--- src/rtl/core/lu8d_pkg.sv ---
// Shared types and decode helpers for the lenient UTF-8 decoder.
// Depends on nothing; the top level, front end and back end import it.
package lu8d_pkg;

    localparam logic [20:0] REPLACEMENT_CP = 21'h00FFFD;

    // One accepted input transaction.
    typedef struct packed {
        logic [7:0] text_byte;
        logic       text_last;
    } t_in_item;

    // One result transaction.
    typedef struct packed {
        logic [20:0] code_point;
        logic        run_last;
        logic        text_end;
    } t_out_item;

    // Work handed from the front to the back: up to four bytes to parse
    // from the first one, the number of valid bytes (1 to 4), and whether
    // this closes the text.
    typedef struct packed {
        logic [3:0][7:0] bytes;
        logic [2:0]      count;
        logic            last;
    } t_job;

    // Sequence length from a lead byte: 1 to 4, or 0 for a bad lead.
    function automatic logic [2:0] lead_length(input logic [7:0] b);
        logic [2:0] len;
        if (b[7] == 1'b0) begin
            len = 3'd1;
        end else if (b[7:5] == 3'b110) begin
            len = 3'd2;
        end else if (b[7:4] == 4'b1110) begin
            len = 3'd3;
        end else if (b[7:3] == 5'b11110) begin
            len = 3'd4;
        end else begin
            len = 3'd0;
        end
        return len;
    endfunction

    // Code point of a complete sequence. Continuation bytes contribute only
    // their low six bits.
    function automatic logic [20:0] assemble(input logic [7:0] b0, input logic [7:0] b1,
                                             input logic [7:0] b2, input logic [7:0] b3,
                                             input logic [2:0] len);
        logic [20:0] cp;
        case (len)
            3'd2: cp = {10'd0, b0[4:0], b1[5:0]};
            3'd3: cp = {5'd0, b0[3:0], b1[5:0], b2[5:0]};
            3'd4: cp = {b0[2:0], b1[5:0], b2[5:0], b3[5:0]};
            default: cp = {13'd0, b0};
        endcase
        return cp;
    endfunction

endpackage

--- src/rtl/core/lenient_utf8_decoder_unit.sv ---
// Top level of the lenient UTF-8 decoder: front end, job queue, back end
// and result queue. Depends on lu8d_pkg, lu8d_front, lu8d_back, lu8d_fifo.
//
// Bytes of a text come in as input transactions, taken at a rising edge
// where push is high and full is low. Code points go out as result
// transactions: while empty is low the oldest result sits on o_out_item,
// and it leaves at an edge where pop is high.
// A byte that yields a code point is written into the job queue at the
// edge that accepts it, and the back end moves the result into the result
// queue at the next edge when no older job is ahead and the queue has room.
// Throughput: one byte per cycle while full is low. A byte gives at most
// one result, except the last byte of a text, which parses the held bytes
// again and gives one to three results, one per cycle in the back end
// while the result queue has room. Bytes that only extend an open
// sequence give no result and push no job to the back end.
// Reset (synchronous, active low) empties both queues and drops any open
// sequence; held byte registers keep stale data that is never read.
// When the receiver stalls, the result queue fills, the back end holds,
// then the job queue fills and full rises; nothing is lost.
module lenient_utf8_decoder_unit
    import lu8d_pkg::*;
#(
    parameter int JOB_DEPTH = 2,
    parameter int RES_DEPTH = 2
) (
    input  logic      i_clk,
    input  logic      i_rst_n,
    input  logic      push,
    output logic      full,
    input  t_in_item  i_in_item,
    output logic      empty,
    input  logic      pop,
    output t_out_item o_out_item
);

    logic      accept;
    logic      job_push;
    t_job      job_in;
    t_job      job_head;
    logic      job_empty;
    logic      job_pop;
    logic      res_full;
    logic      res_push;
    t_out_item res_in;

    // The job queue's full flag is the input side's back-pressure.
    assign accept = push && !full;

    lu8d_front u_front (
        .i_clk      (i_clk),
        .i_rst_n    (i_rst_n),
        .i_accept   (accept),
        .i_item     (i_in_item),
        .o_job_push (job_push),
        .o_job      (job_in)
    );

    lu8d_fifo #(
        .WIDTH ($bits(t_job)),
        .DEPTH (JOB_DEPTH)
    ) u_job_q (
        .i_clk   (i_clk),
        .i_rst_n (i_rst_n),
        .i_push  (job_push),
        .i_data  (job_in),
        .o_full  (full),
        .i_pop   (job_pop),
        .o_data  (job_head),
        .o_empty (job_empty)
    );

    lu8d_back u_back (
        .i_clk       (i_clk),
        .i_rst_n     (i_rst_n),
        .i_job       (job_head),
        .i_job_empty (job_empty),
        .o_job_pop   (job_pop),
        .i_res_full  (res_full),
        .o_res_push  (res_push),
        .o_res       (res_in)
    );

    lu8d_fifo #(
        .WIDTH ($bits(t_out_item)),
        .DEPTH (RES_DEPTH)
    ) u_res_q (
        .i_clk   (i_clk),
        .i_rst_n (i_rst_n),
        .i_push  (res_push),
        .i_data  (res_in),
        .o_full  (res_full),
        .i_pop   (pop),
        .o_data  (o_out_item),
        .o_empty (empty)
    );

endmodule

--- src/rtl/core/lu8d_fifo.sv ---
// Small first-word-fall-through queue of registers.
// Depends on nothing; used for the job queue and the result queue.
module lu8d_fifo #(
    parameter int WIDTH = 8,
    parameter int DEPTH = 2
) (
    input  logic             i_clk,
    input  logic             i_rst_n,
    input  logic             i_push,
    input  logic [WIDTH-1:0] i_data,
    output logic             o_full,
    input  logic             i_pop,
    output logic [WIDTH-1:0] o_data,
    output logic             o_empty
);

    localparam int PTR_W = (DEPTH > 1) ? $clog2(DEPTH) : 1;
    localparam int CNT_W = $clog2(DEPTH + 1);

    logic [WIDTH-1:0] r_mem [DEPTH];
    logic [PTR_W-1:0] r_wr, n_wr;
    logic [PTR_W-1:0] r_rd, n_rd;
    logic [CNT_W-1:0] r_count, n_count;
    logic             do_push;
    logic             do_pop;

    assign o_full  = (r_count == CNT_W'(DEPTH));
    assign o_empty = (r_count == '0);
    assign o_data  = r_mem[r_rd];
    assign do_push = i_push && !o_full;
    assign do_pop  = i_pop && !o_empty;

    always_comb begin
        n_wr    = r_wr;
        n_rd    = r_rd;
        n_count = r_count;
        if (do_push) begin
            n_wr = (r_wr == PTR_W'(DEPTH - 1)) ? '0 : r_wr + PTR_W'(1);
        end
        if (do_pop) begin
            n_rd = (r_rd == PTR_W'(DEPTH - 1)) ? '0 : r_rd + PTR_W'(1);
        end
        if (do_push && !do_pop) begin
            n_count = r_count + CNT_W'(1);
        end else if (do_pop && !do_push) begin
            n_count = r_count - CNT_W'(1);
        end
    end

    always_ff @(posedge i_clk) begin
        if (!i_rst_n) begin
            r_wr    <= '0;
            r_rd    <= '0;
            r_count <= '0;
        end else begin
            r_wr    <= n_wr;
            r_rd    <= n_rd;
            r_count <= n_count;
        end
    end

    always_ff @(posedge i_clk) begin
        if (do_push) begin
            r_mem[r_wr] <= i_data;
        end
    end

endmodule

--- src/rtl/core/lu8d_front.sv ---
// Front end: holds the bytes of an open sequence and turns each accepted
// byte into either a stored byte or a parse job. Depends on lu8d_pkg.
module lu8d_front
    import lu8d_pkg::*;
(
    input  logic     i_clk,
    input  logic     i_rst_n,
    input  logic     i_accept,
    input  t_in_item i_item,
    output logic     o_job_push,
    output t_job     o_job
);

    logic [7:0] r_pend [3];
    logic [1:0] r_pcount, n_pcount;
    logic [2:0] r_elen, n_elen;
    logic       store;
    logic [1:0] store_idx;
    logic       open_seq;
    logic       complete;
    logic [2:0] len;

    assign open_seq = (r_pcount != 2'd0) && (r_elen >= 3'd2) && (r_elen <= 3'd4);
    assign complete = ({1'b0, r_pcount} + 3'd1) >= r_elen;
    assign len      = lead_length(i_item.text_byte);

    always_comb begin
        o_job_push = 1'b0;
        store      = 1'b0;
        store_idx  = r_pcount;
        n_pcount   = r_pcount;
        n_elen     = r_elen;
        // Job bytes: held bytes first, then the new byte.
        for (int j = 0; j < 4; j++) begin
            if (j < 3 && 2'(j) < r_pcount) begin
                o_job.bytes[j] = r_pend[j];
            end else begin
                o_job.bytes[j] = i_item.text_byte;
            end
        end
        o_job.count = {1'b0, r_pcount} + 3'd1;
        o_job.last  = i_item.text_last;

        if (i_item.text_last) begin
            // End of text: everything held plus this byte is parsed again.
            o_job_push = i_accept;
            n_pcount   = 2'd0;
            n_elen     = 3'd0;
        end else if (!open_seq) begin
            n_pcount = 2'd0;
            n_elen   = 3'd0;
            o_job.bytes[0] = i_item.text_byte;
            o_job.count    = 3'd1;
            if (len == 3'd1 || len == 3'd0) begin
                o_job_push = i_accept;
            end else begin
                store     = 1'b1;
                store_idx = 2'd0;
                n_pcount  = 2'd1;
                n_elen    = len;
            end
        end else if (complete) begin
            o_job_push = i_accept;
            n_pcount   = 2'd0;
            n_elen     = 3'd0;
        end else begin
            store    = 1'b1;
            n_pcount = r_pcount + 2'd1;
        end
    end

    always_ff @(posedge i_clk) begin
        if (!i_rst_n) begin
            r_pcount <= 2'd0;
            r_elen   <= 3'd0;
        end else if (i_accept) begin
            r_pcount <= n_pcount;
            r_elen   <= n_elen;
        end
    end

    always_ff @(posedge i_clk) begin
        for (int j = 0; j < 3; j++) begin
            if (i_accept && store && store_idx == 2'(j)) begin
                r_pend[j] <= i_item.text_byte;
            end
        end
    end

endmodule

--- src/rtl/core/lu8d_back.sv ---
// Back end: while the result queue has room, walks the head job one code
// point per cycle and pushes the results into it. Depends on lu8d_pkg.
module lu8d_back
    import lu8d_pkg::*;
(
    input  logic      i_clk,
    input  logic      i_rst_n,
    input  t_job      i_job,
    input  logic      i_job_empty,
    output logic      o_job_pop,
    input  logic      i_res_full,
    output logic      o_res_push,
    output t_out_item o_res
);

    logic [1:0] r_pos, n_pos;
    logic [7:0] lead;
    logic [2:0] len;
    logic [2:0] remain;
    logic [2:0] adv;
    logic [2:0] next_pos;
    logic       done;
    logic       step;

    assign step   = !i_job_empty && !i_res_full;
    assign lead   = i_job.bytes[r_pos];
    assign len    = lead_length(lead);
    assign remain = i_job.count - {1'b0, r_pos};

    always_comb begin
        if (len == 3'd1) begin
            o_res.code_point = {13'd0, lead};
            adv              = 3'd1;
        end else if (len >= 3'd2 && len <= remain) begin
            o_res.code_point = assemble(lead, i_job.bytes[r_pos + 2'd1],
                                        i_job.bytes[r_pos + 2'd2],
                                        i_job.bytes[r_pos + 2'd3], len);
            adv              = len;
        end else begin
            o_res.code_point = REPLACEMENT_CP;
            adv              = 3'd1;
        end
        next_pos       = {1'b0, r_pos} + adv;
        done           = next_pos >= i_job.count;
        o_res.run_last = done;
        o_res.text_end = done && i_job.last;
        o_res_push     = step;
        o_job_pop      = step && done;
        n_pos          = r_pos;
        if (step) begin
            n_pos = done ? 2'd0 : next_pos[1:0];
        end
    end

    always_ff @(posedge i_clk) begin
        if (!i_rst_n) begin
            r_pos <= 2'd0;
        end else begin
            r_pos <= n_pos;
        end
    end

endmodule

--- config.mk ---
export PLATFORM = sky130hd
export DESIGN_NAME = lenient_utf8_decoder_unit
export DESIGN_NICKNAME = d
export VERILOG_FILES = /design/src/rtl/core/lu8d_pkg.sv /design/src/rtl/core/lenient_utf8_decoder_unit.sv /design/src/rtl/core/lu8d_fifo.sv /design/src/rtl/core/lu8d_front.sv /design/src/rtl/core/lu8d_back.sv
export SDC_FILE = /design/constraint.sdc
export NUM_CORES = 1
export LEC_CHECK = 0
export ABC_AREA = 1
export BUFFER_PORTS_ARGS = -buffer_cell sky130_fd_sc_hd__buf_4
export CAP_MARGIN = 10
export CORE_UTILIZATION = 26
export DETAILED_ROUTE_END_ITERATION = 16
export SLEW_MARGIN = 20
export SYNTH_ARGS = -nofsm -noshare
export SYNTH_HDL_FRONTEND = slang
export SYNTH_SLANG_ARGS = --single-unit
--- constraint.sdc ---
create_clock -name i_clk -period 5.9 [get_ports i_clk]
set_input_delay 1.77 -clock i_clk [delete_from_list [all_inputs] [get_ports i_clk]]
set_output_delay 1.77 -clock i_clk [all_outputs]
set_load 0.005 [all_outputs]
==> impl_metrics.yaml, run 1 <==
min_path:
  hold_path_depth: 1
  worstHoldEndpoint: "u_job_q.r_rd"
  worstHoldStart: "u_job_q.r_rd"
  hold_class: "reg -> reg"
status:
  outcome: "finished, final reports clean"
final_layout:
  stdcell_count: 1234
  final_util_pct: 31.43
  seqCellArea_um2: 4606
  area_growth_pct: 17.59
  layout-drive-gt1-share_pct: 15.76
  fin_nets: 868
  multi_input_area_um2: 2705
  fillerInstances: 2957
  antennaDiodeCount: 0
detailed_routing:
  dr.pass1.iters: 7
  dr_total_vias: 5379
  drt_wl_total_um: 16060
  routedWlPerCell_um: 13.02
  vias_per_cell: 4.359
  drt-initial-drc-count: 399
  drcViolationCount: 0
  detail-route-antenna-nets: 0
job:
  maxCapViolCount: 0
yosys:
  netlist_instances: 791
  seq_area_frac_synth_pct: 59.21
  synth.distinct_cells: 38
  yosysMostFrequentCell: "nand2_1"
  synth_area_leaders: "edfxtp_1 (55%), nand2_1 (10%), nand3_1 (5.5%)"
  yosysTopAreaCell: "edfxtp_1"
  yosys_warnings: 0
  yosysTopAreaCellShare_pct: 54.84
  synthFlopType: "edfxtp_1"
  synth_edf_count: 142
  avgSynthCellArea_um2: 9.831
  ys_ff_latch: 159
  synth_common_cells: "nand2_1 (212), edfxtp_1 (142), nand3_1 (86)"
  async_reset_ff_share_pct: 0
  syn_area_um2: 7776
  syn_nets: 822
floorplan:
  design.die.area_um2: 30600
  core_area_um2: 29090
  start_util_pct: 26.73
  fp.dieW_um: 174.9
  num_rows: 62
  ioPinCount: 38
  dieHeight_um: 174.9
global_route:
  antenna_found_initial: 0
  grt_pass1_vias: 4990
  grt_max_degree: 38
  grt_pass1_wl_um: 26190
  grt.overflow.total: 0
  grt_usage_pct: 10.99
cts:
  clk_pin_slew_ps: 60
  postCtsHoldBufs: 0
  cts_resized: 0
  cts-root-buf: "clkbuf_16"
  cts_tree: "built"
  clk-insertion-delay-late_ps: 430
  cts-buffers-inserted: 17
  clk_path_buf_depth: 2
  post_cts_buffers: 0
  clock-sinks: 159
  htreeDepth: 4
power_and_ir_drop:
  total_power_mw: 4.450
  p_comb_share_pct: 37.8
  p_int_mw: 2.856
  power_switching_mw: 1.593
  power.leakage_nw: 3.643
  ir_worst_vdd_v: 0.0002063
  p_per_area_nw_per_um2: 486.6
  pwr-share-clk_pct: 25.3
  p_sw_share_pct: 35.80
  seq_power_share_pct: 36.9
sta:
  period_share_pct: 89.00
  setup_slack_ps: 648.9
  skew_ps: 10.43
  fin_setup_tns_ps: 0
  rsz0062_at_grt: "false"
  slew_violations: 0
  fmax_mhz: 190.4
  maxSlewHeadroom_pct: 52.71
  hold_viol: 0
  tightest_slew_ps: 706.7
  fin_crit_ps: 5251
  setup_violations: 0
worst_setup_path:
  cp.required_ps: 6210
  path_buf_inv: 2
  worst-setup-path-type: "reg -> reg"
  start_kind: "flip-flop"
  path_depth: 24
  cpLargestDelayFamily: "adder cells"
  cp_slowest_stage_delay_ps: 400
  critical_path.most_common_cell: "ha_1"
  slowest_stage: "dfxtp_1"
  reg2reg_to: "u_job_q.r_count[1]"
  r2r_cells: 24
  path_max_fanout: 37
  crit_chain: "inv_6 -> or2_2 -> o21ai_0 -> ha_1 -> inv_1 -> fa_1 -> xnor2_1 -> ha_1 -> a21o_1 -> o21a_1 -> a21oi_4 -> nand2_1 -> ha_1 -> fa_1 -> xor2_1 -> ha_1 -> nand2_1 -> o211ai_1 -> nand2_1 -> ha_1 -> a21oi_1 -> o21ai_0 -> o21ai_0 -> a21oi_1"
  rrSetupSlack_ps: 650
  worst_setup_path_end_kind: "flip-flop"
  cp_data_arrival_time_ps: 5560
placed_design:
  dp.cells: 1202
  pre_cts_slack_ps: 632.7
  dp_hpwl_um: 11790
  numPortBuffers: 37
  gp_congestion: 0.8246
worst reg2reg max path, cell delays in order (launching register included):
cell      delay [ps]
dfxtp_1          400
inv_6            130
or2_2            300
o21ai_0          120
ha_1             200
inv_1             50
fa_1             370
xnor2_1          140
ha_1             320
a21o_1           170
o21a_1           230
a21oi_4          320
nand2_1          120
ha_1             220
fa_1             370
xor2_1           180
ha_1             320
nand2_1           60
o211ai_1         270
nand2_1          120
ha_1             330
a21oi_1          110
o21ai_0          110
o21ai_0          150
a21oi_1           50
per-layer routing:
metal	track usage [%]	share of wire, %	vias to the layer above
met5	0	0	-
met4	4.964	2.1	0
met3	2.850	4.2	20
met2	16.82	45	113
met1	14.55	49	2474
li1	-	-	2772
power groups by stage:
stage	logic, mW	clock network [mW]	registers, mW
floorplan	1.19	0	1.63
global placement	1.67	0	1.66
detailed placement	1.68	0	1.67
CTS	1.69	1.15	1.64
global route	1.91	1.20	1.66
finish	1.68	1.12	1.64
layout make-up:
type | instances | share of cell area, %
Sequential cell | 159 | 50.37
Multi-Input combinational cell | 519 | 29.58
Tap cell | 384 | 5.255
Clock buffer | 17 | 4.652
Timing Repair Buffer | 53 | 4.488
Inverter | 87 | 3.626
Clock inverter | 15 | 2.025
cells in the final DEF, fill, tap and decap left out, types with 3 or more instances in the layout:
master / n
a211oi_1: 3
a21oi_1: 31
a31oi_1: 5
buf_4: 52
bufinv_16: 3
clkbuf_16: 17
clkinv_4: 3
dfxtp_1: 16
edfxtp_1: 142
ha_1: 16
inv_1: 84
inv_6: 4
mux2_2: 23
nand2_1: 212
nand2_2: 7
nand3_1: 86
nor2_1: 46
nor2_2: 6
nor3_1: 3
o211ai_1: 6
o21ai_0: 46
or2_2: 7
xor2_1: 4
state kept, by name, summed over array words and instances, names as in the netlist, 2 cells and up, named ones only:
signal	flops
u_back.r_pos	2
u_front.r_elen	3
u_job_q.r_count	2
u_job_q.r_mem	72
u_res_q.r_count	2
u_front.r_pcount	2
u_front.r_pend	24
u_res_q.r_mem	46
how the worst max path moves through the flow:
stage / startpoint / endpoint / slack, ps
after floorplan: i_in_item[6] / u_job_q.r_mem[0][0] / 600
after global placement: flip-flop / u_job_q.r_count[1] / 730
after detailed placement: flip-flop / u_job_q.r_count[1] / 630
after CTS: flip-flop / u_job_q.r_count[1] / 620
after global routing: flip-flop / u_job_q.r_count[1] / 150
final: flip-flop / u_job_q.r_count[1] / 650
per-stage QoR:
step | hold slack (ps) | instance area [µm²]
global route | 473.0 | 9144
finish | 464.6 | 9144
detailed placement | 446.4 | 8526
floorplan | 425.5 | 7776
CTS | 461.6 | 9136
global placement | 445.7 | 8526
cell families after synthesis:
group                    Yosys count  synth area share [%]
AND/OR/NAND/NOR                  373                 20.40
multiplexers                      24                 3.459
flip-flops                       159                 59.21
adder cells (fa/ha/maj)           18                 3.089
buffers and inverters            113                 6.211
XOR/XNOR                           5                0.5631
AO/OA/AOI/OAI                     99                 7.063
Note: power is estimated with default switching activity, not from simulation.
==> inputs of run 2 (changes only) <==
Settings changed: MAX_ROUTING_LAYER set to met4.
==> impl_metrics.yaml, run 2 (synthesized netlist as in run 1, its figures left out) <==
cts:
  clk-insertion-delay-late_ps: 430
  postCtsHoldBufs: 0
  htreeDepth: 4
  cts_tree: "built"
  clock-sinks: 159
  cts-root-buf: "clkbuf_16"
  cts-buffers-inserted: 17
  clk_path_buf_depth: 2
  post_cts_buffers: 0
  cts_resized: 0
  clk_pin_slew_ps: 60
global_route:
  grt.overflow.total: 0
  grt_pass1_wl_um: 26160
  grt_max_degree: 38
  grt_usage_pct: 11.32
  antenna_found_initial: 0
  grt_pass1_vias: 5005
placed_design:
  dp_hpwl_um: 11790
  gp_congestion: 0.8370
  numPortBuffers: 37
  pre_cts_slack_ps: 632.7
min_path:
  worstHoldStart: "u_job_q.r_rd"
  hold_class: "reg -> reg"
sta:
  tightest_slew_ps: 709.7
  maxSlewHeadroom_pct: 52.51
  period_share_pct: 89.02
  fin_crit_ps: 5252
  fmax_mhz: 190.4
  hold_slack_ps: 464.6
  hold_viol: 0
  setup_slack_ps: 647.8
  rsz0062_at_grt: "false"
  setup_violations: 0
  slew_violations: 0
  skew_ps: 10.41
  fin_setup_tns_ps: 0
worst_setup_path:
  worst_setup_path_end_kind: "flip-flop"
  cp_data_arrival_time_ps: 5560
  start_kind: "flip-flop"
  cp.required_ps: 6210
  path_max_fanout: 37
  worst-setup-path-type: "reg -> reg"
power_and_ir_drop:
  p_sw_share_pct: 35.75
  pwr-share-clk_pct: 25.3
  power.leakage_nw: 3.643
  p_int_mw: 2.856
  seq_power_share_pct: 36.9
  power_switching_mw: 1.589
  p_comb_share_pct: 37.8
  total_power_mw: 4.446
  ir_worst_vdd_v: 0.0002062
  p_per_area_nw_per_um2: 486.2
final_layout:
  layout-drive-gt1-share_pct: 15.76
  multi_input_area_um2: 2705
  fillerInstances: 2957
  top_register: "u_job_q.r_mem"
  area_growth_pct: 17.59
  final_util_pct: 31.43
  final_cell_mix: "nand2_1 (212), edfxtp_1 (142), nand3_1 (86), inv_1 (84), buf_4 (52)"
  reg_top3: "u_job_q.r_mem x72, u_res_q.r_mem x46, u_front.r_pend x24"
  seqCellArea_um2: 4606
  fin_nets: 868
  largest_reg_flops: 72
  layout_commonest_cell: "nand2_1"
  antennaDiodeCount: 0
floorplan:
  core_area_um2: 29090
  dieHeight_um: 174.9
  design.die.area_um2: 30600
  start_util_pct: 26.73
  fp.dieW_um: 174.9
  num_rows: 62
  ioPinCount: 38
job:
  maxCapViolCount: 0
status:
  outcome: "finished, final reports clean"
detailed_routing:
  drt-initial-drc-count: 389
  drcViolationCount: 0
  dr.pass1.iters: 5
  drt_wl_total_um: 16030
  detail-route-antenna-nets: 0
  dr_total_vias: 5341
  routedWlPerCell_um: 12.99
  vias_per_cell: 4.328
[run 2: path summary, 6_finish.rpt]
check,end,slack (ps),cells after the start
max reg2reg,u_job_q.r_count[1],650,24
min reg2reg,u_job_q.r_rd,460,1
min,u_job_q.r_rd,460,1
max,u_job_q.r_count[1],650,24
[run 2: metal layers]
metal	vias to the layer above	GRT usage, %	wire length [µm]
met4	0	4.964	338
li1	2777	-	-
met1	2441	14.57	7797
met3	20	2.763	711
met5	-	-	0
met2	103	16.85	7178
[run 2: final cells by class]
class / instances / area share (%)
clock buffers: 17 / 4.652
well taps: 384 / 5.255
flip-flops and latches: 159 / 50.37
repair buffers: 53 / 4.488
clock inverters: 15 / 2.025
inverters: 87 / 3.626
multi-input cells: 519 / 29.58
[run 2: metrics by stage]
step | instances | area, µm²
2_1_floorplan | 791 | 7776
3_3_place_gp | 1202 | 8526
3_5_place_dp | 1202 | 8526
4_1_cts | 1234 | 9136
5_1_grt | 1234 | 9144
6_report | 1234 | 9144
[run 2: power groups by stage]
stage                     Combinational (mW)  Sequential [mW]  Clock, mW
final                                   1.68             1.64       1.12
after global routing                    1.91             1.66       1.20
after CTS                               1.69             1.64       1.15
after detailed placement                1.68             1.67          0
after global placement                  1.67             1.66          0
after floorplan                         1.19             1.63          0
[run 2: critical path, stage by stage, from the launching register on]
cell and delay, ps:
dfxtp_1 400, inv_6 120, or2_2 290, o21ai_0 120
ha_1 200, inv_1 50, fa_1 370, xnor2_1 140
ha_1 320, a21o_1 170, o21a_1 230, a21oi_4 320
nand2_1 120, ha_1 220, fa_1 370, xor2_1 180
ha_1 320, nand2_1 60, o211ai_1 270, nand2_1 110
ha_1 330, a21oi_1 110, o21ai_0 110, o21ai_0 150
a21oi_1 50
